$ cat src/rtl/core/ssg_pkg.sv
// Package with the types and constants of the stepper step generator.
`timescale 1ns / 1ps
package ssg_pkg;

    // Input operation codes.
    localparam logic [2:0] OP_TICK  = 3'd0;
    localparam logic [2:0] OP_MOVE  = 3'd1;
    localparam logic [2:0] OP_RAMP  = 3'd2;
    localparam logic [2:0] OP_CONT  = 3'd3;
    localparam logic [2:0] OP_STOP  = 3'd4;
    localparam logic [2:0] OP_ENA   = 3'd5;
    localparam logic [2:0] OP_DIS   = 3'd6;

    // Configuration register indexes.
    localparam logic [1:0] REG_SPR    = 2'd0;
    localparam logic [1:0] REG_USTEP  = 2'd1;
    localparam logic [1:0] REG_TICK   = 2'd2;
    localparam logic [1:0] REG_INVERT = 2'd3;

    localparam logic [15:0] SPR_DEFAULT  = 16'd200;
    localparam logic [4:0]  USTEP_DEFAULT = 5'd16;
    localparam logic [23:0] TICK_DEFAULT = 24'd20000;
    localparam logic [5:0]  MIN_PER_SEC  = 6'd60;

    // Sequencer states.
    typedef enum logic [3:0] {
        ST_IDLE,
        ST_DECODE,
        ST_CONV_MUL,
        ST_CONV_DIV,
        ST_START,
        ST_RAMP_SQ,
        ST_RAMP_DIST,
        ST_RAMP_DV,
        ST_RAMP_APPLY,
        ST_SPEED_DIV,
        ST_RESULT
    } ssg_state_t;

    // Request to the shared divider.
    typedef struct packed {
        logic        start;
        logic [63:0] dividend;
        logic [63:0] divisor;
    } ssg_div_req_t;

endpackage

$ cat src/rtl/core/ssg_divider.sv
// Shared restoring divider, 64 by 64 bits, one quotient bit per cycle.
`timescale 1ns / 1ps
module ssg_divider (
    input  logic                  aclk,
    input  logic                  aresetn,
    input  ssg_pkg::ssg_div_req_t req,
    output logic                  done,
    output logic [63:0]           quotient
);
    import ssg_pkg::*;

    logic [63:0] quo_reg, quo_next;
    logic [63:0] rem_reg, rem_next;
    logic [63:0] den_reg, den_next;
    logic [6:0]  cnt_reg, cnt_next;
    logic        busy_reg, busy_next;
    logic        done_reg, done_next;
    logic [64:0] trial;

    // One shift and subtract step a cycle.
    always_comb begin
        quo_next  = quo_reg;
        rem_next  = rem_reg;
        den_next  = den_reg;
        cnt_next  = cnt_reg;
        busy_next = busy_reg;
        done_next = 1'b0;
        trial     = {rem_reg, quo_reg[63]} - {1'b0, den_reg};
        if (req.start) begin
            quo_next  = req.dividend;
            rem_next  = '0;
            den_next  = req.divisor;
            cnt_next  = 7'd64;
            busy_next = 1'b1;
        end else if (busy_reg) begin
            if (!trial[64]) begin
                rem_next = trial[63:0];
                quo_next = {quo_reg[62:0], 1'b1};
            end else begin
                rem_next = {rem_reg[62:0], quo_reg[63]};
                quo_next = {quo_reg[62:0], 1'b0};
            end
            cnt_next = cnt_reg - 7'd1;
            if (cnt_reg == 7'd1) begin
                busy_next = 1'b0;
                done_next = 1'b1;
            end
        end
    end

    always_ff @(posedge aclk) begin
        if (!aresetn) begin
            busy_reg <= 1'b0;
            done_reg <= 1'b0;
            cnt_reg  <= '0;
        end else begin
            busy_reg <= busy_next;
            done_reg <= done_next;
            cnt_reg  <= cnt_next;
        end
        quo_reg <= quo_next;
        rem_reg <= rem_next;
        den_reg <= den_next;
    end

    assign done     = done_reg;
    assign quotient = quo_reg;

    // The result pulse follows the last iteration only.
    assert property (@(posedge aclk) disable iff (!aresetn)
        done_reg |-> !busy_reg)
        else $error("divider done while busy");
    assert property (@(posedge aclk) disable iff (!aresetn)
        req.start |=> busy_reg && cnt_reg == 7'd64)
        else $error("divider did not load");
    assert property (@(posedge aclk) disable iff (!aresetn)
        busy_reg |-> cnt_reg != 7'd0)
        else $error("divider counter ran out while busy");

endmodule

$ cat src/rtl/core/stepper_step_generator_accel.sv
// Top level of the stepper step generator with trapezoidal ramp.
//
// Channel  | Direction | Handshake          | Payload
// s_       | in        | s_valid / s_ready  | op, reverse, step_count, speed_rpm, accel_rate
// m_       | out       | m_valid / m_ready  | pin levels, busy, counts, speed
// cfg_     | in        | cfg_valid/cfg_ready| cfg_index, cfg_data
//
// Plain ticks and simple commands do not use the divider; a speed update costs one
// pass of the shared divider, a move start two passes and a ramp step three passes.
// Reset is synchronous; the sequencer and motion state return to zero and the
// configuration registers to defaults; scratch and request registers are not reset.
// The block takes no request while one is in work or its result waits.
`timescale 1ns / 1ps
module stepper_step_generator_accel #(
    parameter int PULSE_TICKS      = 1,
    parameter int RAMP_START_SPEED = 50
) (
    input  logic        aclk,
    input  logic        aresetn,
    input  logic        s_valid,
    output logic        s_ready,
    input  logic [2:0]  s_op,
    input  logic        s_reverse,
    input  logic [31:0] s_step_count,
    input  logic [15:0] s_speed_rpm,
    input  logic [31:0] s_accel_rate,
    output logic        m_valid,
    input  logic        m_ready,
    output logic        m_step_level,
    output logic        m_dir_level,
    output logic        m_drv_enable,
    output logic        m_busy_res,
    output logic [31:0] m_steps_done,
    output logic [31:0] m_steps_left,
    output logic [31:0] m_speed_now,
    input  logic        cfg_valid,
    output logic        cfg_ready,
    input  logic [1:0]  cfg_index,
    input  logic [31:0] cfg_data
);
    import ssg_pkg::*;

    localparam logic [7:0]  PULSE_INIT = PULSE_TICKS[7:0];
    localparam logic [31:0] RAMP_START = RAMP_START_SPEED[31:0];

    ssg_state_t state_reg, state_next;

    // Configuration registers.
    logic [15:0] spr_reg;
    logic [4:0]  ustep_reg;
    logic [23:0] tick_reg;
    logic        invert_reg;

    // Captured request.
    logic [2:0]  op_reg;
    logic        rev_reg;
    logic [31:0] cnt_reg, acc_in_reg;
    logic [15:0] rpm_reg;

    // Motion state.
    logic        running_reg, running_next;
    logic        cont_reg, cont_next;
    logic        ramp_reg, ramp_next;
    logic        enabled_reg, enabled_next;
    logic        dir_reg, dir_next;
    logic [31:0] total_reg, total_next;
    logic [31:0] done_reg, done_next;
    logic [31:0] target_reg, target_next;
    logic [31:0] speed_reg, speed_next;
    logic [31:0] accel_reg, accel_next;
    logic [31:0] phase_reg, phase_next;
    logic [31:0] pstep_reg, pstep_next;
    logic        pulse_reg, pulse_next;
    logic [7:0]  pleft_reg, pleft_next;

    // Scratch registers of the sequencer.
    logic [63:0] prod_reg, prod_next;
    logic [63:0] dist_reg, dist_next;
    logic [31:0] sps_reg, sps_next;
    logic        ramp_cmd_reg, ramp_cmd_next;
    logic        out_valid_reg, out_valid_next;

    ssg_div_req_t div_req;
    logic         div_done;
    logic [63:0]  div_q;

    logic [31:0] dv, rem, new_speed;
    logic [32:0] carry_sum;
    logic        do_start;

    ssg_divider u_div (
        .aclk    (aclk),
        .aresetn (aresetn),
        .req     (div_req),
        .done    (div_done),
        .quotient(div_q)
    );

    assign s_ready   = (state_reg == ST_IDLE) && !out_valid_reg;
    assign cfg_ready = (state_reg == ST_IDLE) && !out_valid_reg;

    // Configuration writes.
    always_ff @(posedge aclk) begin
        if (!aresetn) begin
            spr_reg    <= SPR_DEFAULT;
            ustep_reg  <= USTEP_DEFAULT;
            tick_reg   <= TICK_DEFAULT;
            invert_reg <= 1'b0;
        end else if (cfg_valid && cfg_ready) begin
            case (cfg_index)
                REG_SPR:    spr_reg <= (cfg_data[15:0] != 16'd0) ? cfg_data[15:0] : SPR_DEFAULT;
                REG_USTEP: begin
                    if (cfg_data[4:0] inside {5'd2, 5'd4, 5'd8, 5'd16})
                        ustep_reg <= cfg_data[4:0];
                end
                REG_TICK:   tick_reg <= (cfg_data[23:0] != 24'd0) ? cfg_data[23:0] : TICK_DEFAULT;
                REG_INVERT: invert_reg <= cfg_data[0];
                default: ;
            endcase
        end
    end

    // Next state.
    always_comb begin
        state_next = state_reg;
        case (state_reg)
            ST_IDLE:      if (s_valid && s_ready) state_next = ST_DECODE;
            ST_DECODE: begin
                case (op_reg)
                    OP_MOVE, OP_RAMP:
                        state_next = (cnt_reg != 0 && rpm_reg != 0) ? ST_CONV_MUL : ST_RESULT;
                    OP_CONT:
                        state_next = (rpm_reg != 0) ? ST_CONV_MUL : ST_RESULT;
                    OP_TICK:
                        state_next = (running_reg && (cont_reg || done_reg < total_reg)
                                      && pstep_reg != 0 && carry_sum[32] && ramp_reg)
                                     ? ST_RAMP_SQ : ST_RESULT;
                    default: state_next = ST_RESULT;
                endcase
            end
            ST_CONV_MUL:  state_next = ST_CONV_DIV;
            ST_CONV_DIV:  if (div_done) state_next = ST_START;
            ST_START:     state_next = do_start ? ST_SPEED_DIV : ST_RESULT;
            ST_RAMP_SQ:   state_next = (speed_reg == 0) ? ST_SPEED_DIV : ST_RAMP_DIST;
            ST_RAMP_DIST: if (div_done || accel_reg == 0) state_next = ST_RAMP_DV;
            ST_RAMP_DV:   if (div_done) state_next = ST_RAMP_APPLY;
            ST_RAMP_APPLY: state_next = ST_SPEED_DIV;
            ST_SPEED_DIV: if (div_done || speed_reg == 0) state_next = ST_RESULT;
            ST_RESULT:    state_next = ST_IDLE;
            default:      state_next = ST_IDLE;
        endcase
    end

    assign carry_sum = {1'b0, phase_reg} + {1'b0, pstep_reg};
    assign rem       = total_reg - done_reg;
    assign dv        = (div_q[31:0] == 32'd0) ? 32'd1 : div_q[31:0];
    assign do_start  = (op_reg != OP_CONT) || (sps_reg != 32'd0);

    // Ramp speed choice, from distance in dist_reg and step in dv.
    always_comb begin
        new_speed = speed_reg;
        if ({32'd0, rem} <= dist_reg)
            new_speed = (speed_reg > dv) ? speed_reg - dv : 32'd1;
        else if (speed_reg < target_reg) begin
            if ({1'b0, speed_reg} + {1'b0, dv} > {1'b0, target_reg})
                new_speed = target_reg;
            else
                new_speed = speed_reg + dv;
        end
    end

    // Datapath and divider requests.
    always_comb begin
        running_next = running_reg;  cont_next   = cont_reg;
        ramp_next    = ramp_reg;     enabled_next = enabled_reg;
        dir_next     = dir_reg;      total_next  = total_reg;
        done_next    = done_reg;     target_next = target_reg;
        speed_next   = speed_reg;    accel_next  = accel_reg;
        phase_next   = phase_reg;    pstep_next  = pstep_reg;
        pulse_next   = pulse_reg;    pleft_next  = pleft_reg;
        prod_next    = prod_reg;     dist_next   = dist_reg;
        sps_next     = sps_reg;      ramp_cmd_next = ramp_cmd_reg;
        out_valid_next = out_valid_reg;
        div_req = '0;
        if (out_valid_reg && m_ready) out_valid_next = 1'b0;
        case (state_reg)
            ST_IDLE: prod_next = '0;
            ST_DECODE: begin
                ramp_cmd_next = (op_reg == OP_RAMP) && (acc_in_reg != 0);
                case (op_reg)
                    OP_TICK: begin
                        if (pulse_reg) begin
                            if (pleft_reg > 0 && pleft_reg != 8'd1) pleft_next = pleft_reg - 8'd1;
                            else begin
                                pleft_next = 8'd0;
                                pulse_next = 1'b0;
                            end
                        end
                        if (running_reg) begin
                            if (!cont_reg && done_reg >= total_reg) begin
                                running_next = 1'b0; cont_next = 1'b0;
                                total_next = '0; done_next = '0; target_next = '0;
                                speed_next = '0; pstep_next = '0; phase_next = '0;
                                pulse_next = 1'b0; pleft_next = '0;
                            end else if (pstep_reg != 0) begin
                                phase_next = carry_sum[31:0];
                                if (carry_sum[32]) begin
                                    pulse_next = 1'b1;
                                    pleft_next = PULSE_INIT;
                                    done_next  = done_reg + 32'd1;
                                    if (!cont_reg && done_reg + 32'd1 >= total_reg)
                                        running_next = 1'b0;
                                end
                            end
                        end
                    end
                    OP_STOP: begin
                        running_next = 1'b0; cont_next = 1'b0;
                        total_next = '0; done_next = '0; target_next = '0;
                        speed_next = '0; pstep_next = '0; phase_next = '0;
                        pulse_next = 1'b0; pleft_next = '0;
                    end
                    OP_ENA: enabled_next = 1'b1;
                    OP_DIS: enabled_next = 1'b0;
                    default: ;
                endcase
            end
            ST_CONV_MUL: begin
                prod_next = {32'd0, {16'd0, spr_reg} * {27'd0, ustep_reg}};
            end
            ST_CONV_DIV: begin
                if (prod_reg[63:32] == 32'd0 && prod_reg[31:0] != 32'd0 &&
                    !div_done && !prod_reg[62]) begin
                    // Multiply by rpm once, then hand over to the divider.
                    div_req.start    = 1'b1;
                    div_req.dividend = {32'd0, prod_reg[31:0]} * {48'd0, rpm_reg};
                    div_req.divisor  = {58'd0, MIN_PER_SEC};
                    prod_next        = 64'h4000_0000_0000_0000;
                end
                if (div_done) sps_next = div_q[31:0];
            end
            ST_START: begin
                if (do_start) begin
                    dir_next     = rev_reg ^ invert_reg;
                    enabled_next = 1'b1;
                    cont_next    = (op_reg == OP_CONT);
                    total_next   = (op_reg == OP_CONT) ? 32'hFFFF_FFFF : cnt_reg;
                    done_next    = '0;
                    target_next  = sps_reg;
                    accel_next   = ramp_cmd_reg ? acc_in_reg : 32'd0;
                    ramp_next    = ramp_cmd_reg;
                    phase_next   = '0;
                    speed_next   = (ramp_cmd_reg && sps_reg > RAMP_START) ? RAMP_START : sps_reg;
                    pulse_next   = 1'b0;
                    pleft_next   = '0;
                    running_next = 1'b1;
                end
            end
            ST_RAMP_SQ: begin
                if (speed_reg == 0) speed_next = 32'd1;
                else begin
                    dist_next = '0;
                    if (accel_reg != 0) begin
                        div_req.start    = 1'b1;
                        div_req.dividend = {32'd0, speed_reg} * {32'd0, speed_reg};
                        div_req.divisor  = {31'd0, accel_reg, 1'b0};
                    end
                end
            end
            ST_RAMP_DIST: begin
                if (div_done || accel_reg == 0) begin
                    if (div_done) dist_next = div_q;
                    div_req.start    = 1'b1;
                    div_req.dividend = {32'd0, accel_reg};
                    div_req.divisor  = {32'd0, speed_reg};
                end
            end
            ST_RAMP_APPLY: ;
            ST_RAMP_DV: if (div_done) speed_next = new_speed;
            default: ;
        endcase
        // Phase increment from the new speed; started on entry unless the speed is zero.
        if (state_next == ST_SPEED_DIV && state_reg != ST_SPEED_DIV &&
            speed_next != 32'd0) begin
            div_req.start    = 1'b1;
            div_req.dividend = {speed_next, 32'd0};
            div_req.divisor  = {40'd0, tick_reg};
        end
        if (state_reg == ST_SPEED_DIV) begin
            if (speed_reg == 0) pstep_next = '0;
            else if (div_done)
                pstep_next = (div_q[63:32] != 0) ? 32'hFFFF_FFFF : div_q[31:0];
        end
        if (state_reg == ST_RESULT) out_valid_next = 1'b1;
    end

    always_ff @(posedge aclk) begin
        if (!aresetn) begin
            state_reg <= ST_IDLE;
            running_reg <= 1'b0; cont_reg <= 1'b0; ramp_reg <= 1'b0;
            enabled_reg <= 1'b0; dir_reg <= 1'b0;
            total_reg <= '0; done_reg <= '0; target_reg <= '0;
            speed_reg <= '0; accel_reg <= '0; phase_reg <= '0;
            pstep_reg <= '0; pulse_reg <= 1'b0; pleft_reg <= '0;
            out_valid_reg <= 1'b0;
        end else begin
            state_reg <= state_next;
            running_reg <= running_next; cont_reg <= cont_next; ramp_reg <= ramp_next;
            enabled_reg <= enabled_next; dir_reg <= dir_next;
            total_reg <= total_next; done_reg <= done_next; target_reg <= target_next;
            speed_reg <= speed_next; accel_reg <= accel_next; phase_reg <= phase_next;
            pstep_reg <= pstep_next; pulse_reg <= pulse_next; pleft_reg <= pleft_next;
            out_valid_reg <= out_valid_next;
        end
        prod_reg <= prod_next; dist_reg <= dist_next; sps_reg <= sps_next;
        ramp_cmd_reg <= ramp_cmd_next;
        if (s_valid && s_ready) begin
            op_reg <= s_op; rev_reg <= s_reverse; cnt_reg <= s_step_count;
            rpm_reg <= s_speed_rpm; acc_in_reg <= s_accel_rate;
        end
    end

    // Result outputs come straight from the state registers.
    assign m_valid          = out_valid_reg;
    assign m_step_level     = pulse_reg;
    assign m_dir_level      = dir_reg;
    assign m_drv_enable     = enabled_reg;
    assign m_busy_res       = running_reg;
    assign m_steps_done     = done_reg;
    assign m_steps_left     = (done_reg >= total_reg) ? 32'd0 : total_reg - done_reg;
    assign m_speed_now      = speed_reg;

    assert property (@(posedge aclk) disable iff (!aresetn)
        m_valid |-> state_reg == ST_IDLE)
        else $error("result shown while work in progress");
    assert property (@(posedge aclk) disable iff (!aresetn)
        (state_reg == ST_RESULT) |=> m_valid)
        else $error("finished request gave no result");
    assert property (@(posedge aclk) disable iff (!aresetn)
        (s_valid && s_ready) |=> state_reg == ST_DECODE)
        else $error("accepted request not decoded");
    assert property (@(posedge aclk) disable iff (!aresetn)
        cont_reg |-> total_reg == 32'hFFFF_FFFF)
        else $error("continuous run without full count");

endmodule
$ cat config.mk
export PLATFORM = sky130hd
export DESIGN_NAME = stepper_step_generator_accel
export DESIGN_NICKNAME = d
export VERILOG_FILES = /design/src/rtl/core/ssg_pkg.sv /design/src/rtl/core/ssg_divider.sv /design/src/rtl/core/stepper_step_generator_accel.sv
export SDC_FILE = /design/constraint.sdc
export NUM_CORES = 2
export LEC_CHECK = 0
export ABC_AREA = 0
export BUFFER_PORTS_ARGS = -buffer_cell sky130_fd_sc_hd__buf_2
export CORE_ASPECT_RATIO = 0.8
export CORE_UTILIZATION = 45
export CTS_CLUSTER_SIZE = 28
export DETAILED_ROUTE_END_ITERATION = 10
export PLACE_DENSITY = 0.58
export RECOVER_POWER = 25
export SLEW_MARGIN = 10
export SYNTH_ARGS = -nofsm -noshare
export SYNTH_HDL_FRONTEND = slang
export SYNTH_SLANG_ARGS = --single-unit
export TNS_END_PERCENT = 30
$ cat constraint.sdc
create_clock -name aclk -period 20.6 [get_ports aclk]
set_input_delay 4.12 -clock aclk [delete_from_list [all_inputs] [get_ports aclk]]
set_output_delay 4.12 -clock aclk [all_outputs]
set_load 0.01 [all_outputs]
==> impl_metrics.toml <==
[run_status]
status = "complete, but fails checks"
violations = "max-capacitance violations, max-slew violations"

[setup_path]
critPathRequiredTime_ns = 20.99
slowest_stage = "clkinv_1"
critPathMostFrequentCell = "fa_1"
cp-end-kind = "flip-flop"
critPathKind = "flip-flop to flip-flop"
critical_path.max_fanout = 32
crit_path_start_kind = "flip-flop"
crit_arrival_ns = 12.08
cpPeakStageDelay_ns = 0.87

[floorplan]
dieHeight_um = 386
core_area_um2 = 183000
die_area_um2 = 186000
num_rows = 140
die_w_um = 483
start_util_pct = 45.5
pin_count = 226

[logic_synthesis]
ys.flop_type = "dfxtp_1"
yosysSeqAreaShare_pct = 19.6
synth-seq-cells = 662
syn_inst = 9219
yosys_warnings = 0
syn_avg_cell_area_um2 = 9.02
async_flop_share_pct = 0
synth_nets = 11200
synth_edf_count = 300
syn_area_um2 = 83100
ys_types = 96

[place]
dp_hpwl_mm = 214
postPlaceCellArea_um2 = 86600
gp_congestion = 0.971
dp.cells = 11500
port_buffers = 217

[global_routing]
antenna_found_initial = 20
globalRouteTotalUtil_pct = 30.1
grt_max_degree = 93
grt_pass1_vias = 66700
grt_pass1_wl_mm = 423
gr-total-overflow = 0

[flow_run]
timing.max_cap.violations = 7

[min_path]
hold_path.class = "flip-flop to flip-flop"

[cells_and_area]
stdcell_area_um2 = 89100
regArea_um2 = 16300
fill_cells = 17400
area_growth_pct = 7.17
fin_cells = 11700
num-nets-final = 11100
drive_gt1_share_pct = 7.33
multi_input_area_um2 = 58900

[sta]
hold_viol_final = 0
fin_setup_tns_ns = 0
fin_crit_sh_pct = 56.8
timing.slew.headroom_pct = -101
final-max-slew-violation-count = 277
rsz0062_at_grt = "false"
setup-violations-final = 0
worstMarginPinSlew_ns = 3.02
fmax_mhz = 85.5
whs_ns = 0.464
fin_skew_ns = 0.0444
final.min_clock_period_ns = 11.70

[power]
ir_drop_v = 0.000755
p_leak_uw = 0.0415
design_power_total_uw = 12400
p_per_area_nw_per_um2 = 140

[clocking]
clockRootBuffer = "clkbuf_16"
htreeDepth = 3
cts_tree = "done"
cts_hold_buf = 0
cts_inserted_buffers = 74
cts_sinks = 662
cts_resized = 0
clk_latency_ns = 0.69
post-cts-setup-buffers = 0
ctsLongestPathBuffers = 3
path_clk_slew_ns = 0.07

[routing]
drc = 0
wl_mm = 279
first_pass_iters = 10
drt-initial-drc-count = 7124
vias = 67200
viasPerCell = 5.76
route.antenna.remaining_nets = 0
wl_per_cell_um = 23.9
-- cells in the final DEF (no fill, tap or decap), types with 113 or more instances in the layout --
cell,netlist,final
inv_1,1653,1653
dfxtp_1,362,330
nand3_1,127,127
edfxtp_1,300,300
nor2_1,447,445
and2_1,359,337
nor3_1,127,124
a21boi_0,150,150
nor2b_1,157,155
buf_2,18,216
a21oi_1,320,320
o21ai_0,308,308
buf_4,1,123
fa_1,1120,1120
ha_1,713,713
nand2_1,1024,1024
xnor2_1,203,203
nor4_1,115,113
-- where the power goes --
group / internal [uW] / switching (uW) / leakage (uW)
combinational: 3400 / 5720 / 0.0346
sequential: 1590 / 287 / 0.00562
clock: 804 / 636 / 0.00124
-- synthesized netlist by cell type (31+ instances only) --
library cell | n | area share [%]
inv_1 | 1653 | 7.5
fa_1 | 1120 | 27
nand2_1 | 1024 | 4.6
ha_1 | 713 | 11
nor2_1 | 447 | 2.0
clkbuf_1 | 408 | 1.8
dfxtp_1 | 362 | 8.7
and2_1 | 359 | 2.7
a21oi_1 | 320 | 1.9
o21ai_0 | 308 | 1.9
edfxtp_1 | 300 | 11
xnor2_1 | 203 | 2.1
nor2b_1 | 157 | 1.2
a21boi_0 | 150 | 1.4
nand3_1 | 127 | 0.76
nor3_1 | 127 | 0.76
nor4_1 | 115 | 0.87
a21o_1 | 112 | 1.0
xor2_1 | 104 | 1.1
a22oi_1 | 94 | 0.85
nand4_1 | 76 | 0.57
mux2i_1 | 70 | 0.84
o211ai_1 | 66 | 0.60
a2111oi_2 | 58 | 1.0
nand2b_1 | 56 | 0.42
and3_1 | 49 | 0.37
o21a_1 | 48 | 0.43
o31ai_1 | 39 | 0.35
o21bai_1 | 33 | 0.30
or3_1 | 31 | 0.23
-- area by class of cell --
type / instances / area share, %
clock buffer: 87 / 2.28
multi-input combinational: 6439 / 66.1
sequential: 662 / 18.3
inverter: 1661 / 7.00
tap: 2414 / 3.39
antenna: 11 / 0.0309
clock inverter: 50 / 0.573
timing repair buffer: 351 / 2.31
-- critical path: cells and delay by family, from the launching register on --
family / cells / cell delay, ns
adders and majority gates: 9 / 4.08
AOI/OAI and AO/OA: 12 / 3.80
buffers and inverters: 8 / 2.02
and+or+nand+nor: 1 / 0.63
muxes: 1 / 0.53
DFF: 1 / 0.31
-- kinds of logic after synthesis --
family	synth area share (%)
AO/OA/AOI/OAI	13.2
flip-flops	19.6
XOR/XNOR	3.23
AND/OR/NAND/NOR	15.6
buffers and inverters	9.69
other	0.00903
multiplexers	1.03
adder cells (fa/ha/maj)	37.7
-- through the flow --
| step | util (%) | setup WS (ns) |
|---|---|---|
| finish | 48.8 | 8.90 |
| global route | 48.8 | 8.48 |
| CTS | 48.8 | 9.11 |
| detailed placement | 47.4 | 9.20 |
| global placement | 47.4 | 9.31 |
| floorplan | - | 11.70 |
-- layer usage --
metal | vias up | wire, um | GRT usage, %
li1 | 30000 | - | -
met1 | 33600 | 124000 | 44.3
met2 | 3057 | 116000 | 43.3
met3 | 462 | 30700 | 7.58
met4 | 16 | 8730 | 8.38
met5 | - | 92 | 0
-- path summary, 6_finish.rpt --
| kind | start | end | slack, ns | cells after the start |
|---|---|---|---|---|
| min reg2reg | tick_reg[7] | tick_reg[7] | 0.46 | 2 |
| max reg2reg | m_speed_now[16] | u_div.quotient[62] | 8.90 | 31 |
| min | tick_reg[7] | tick_reg[7] | 0.46 | 2 |
| max | m_speed_now[16] | u_div.quotient[62] | 8.90 | 31 |
Note: power is estimated with default switching activity, not from simulation.
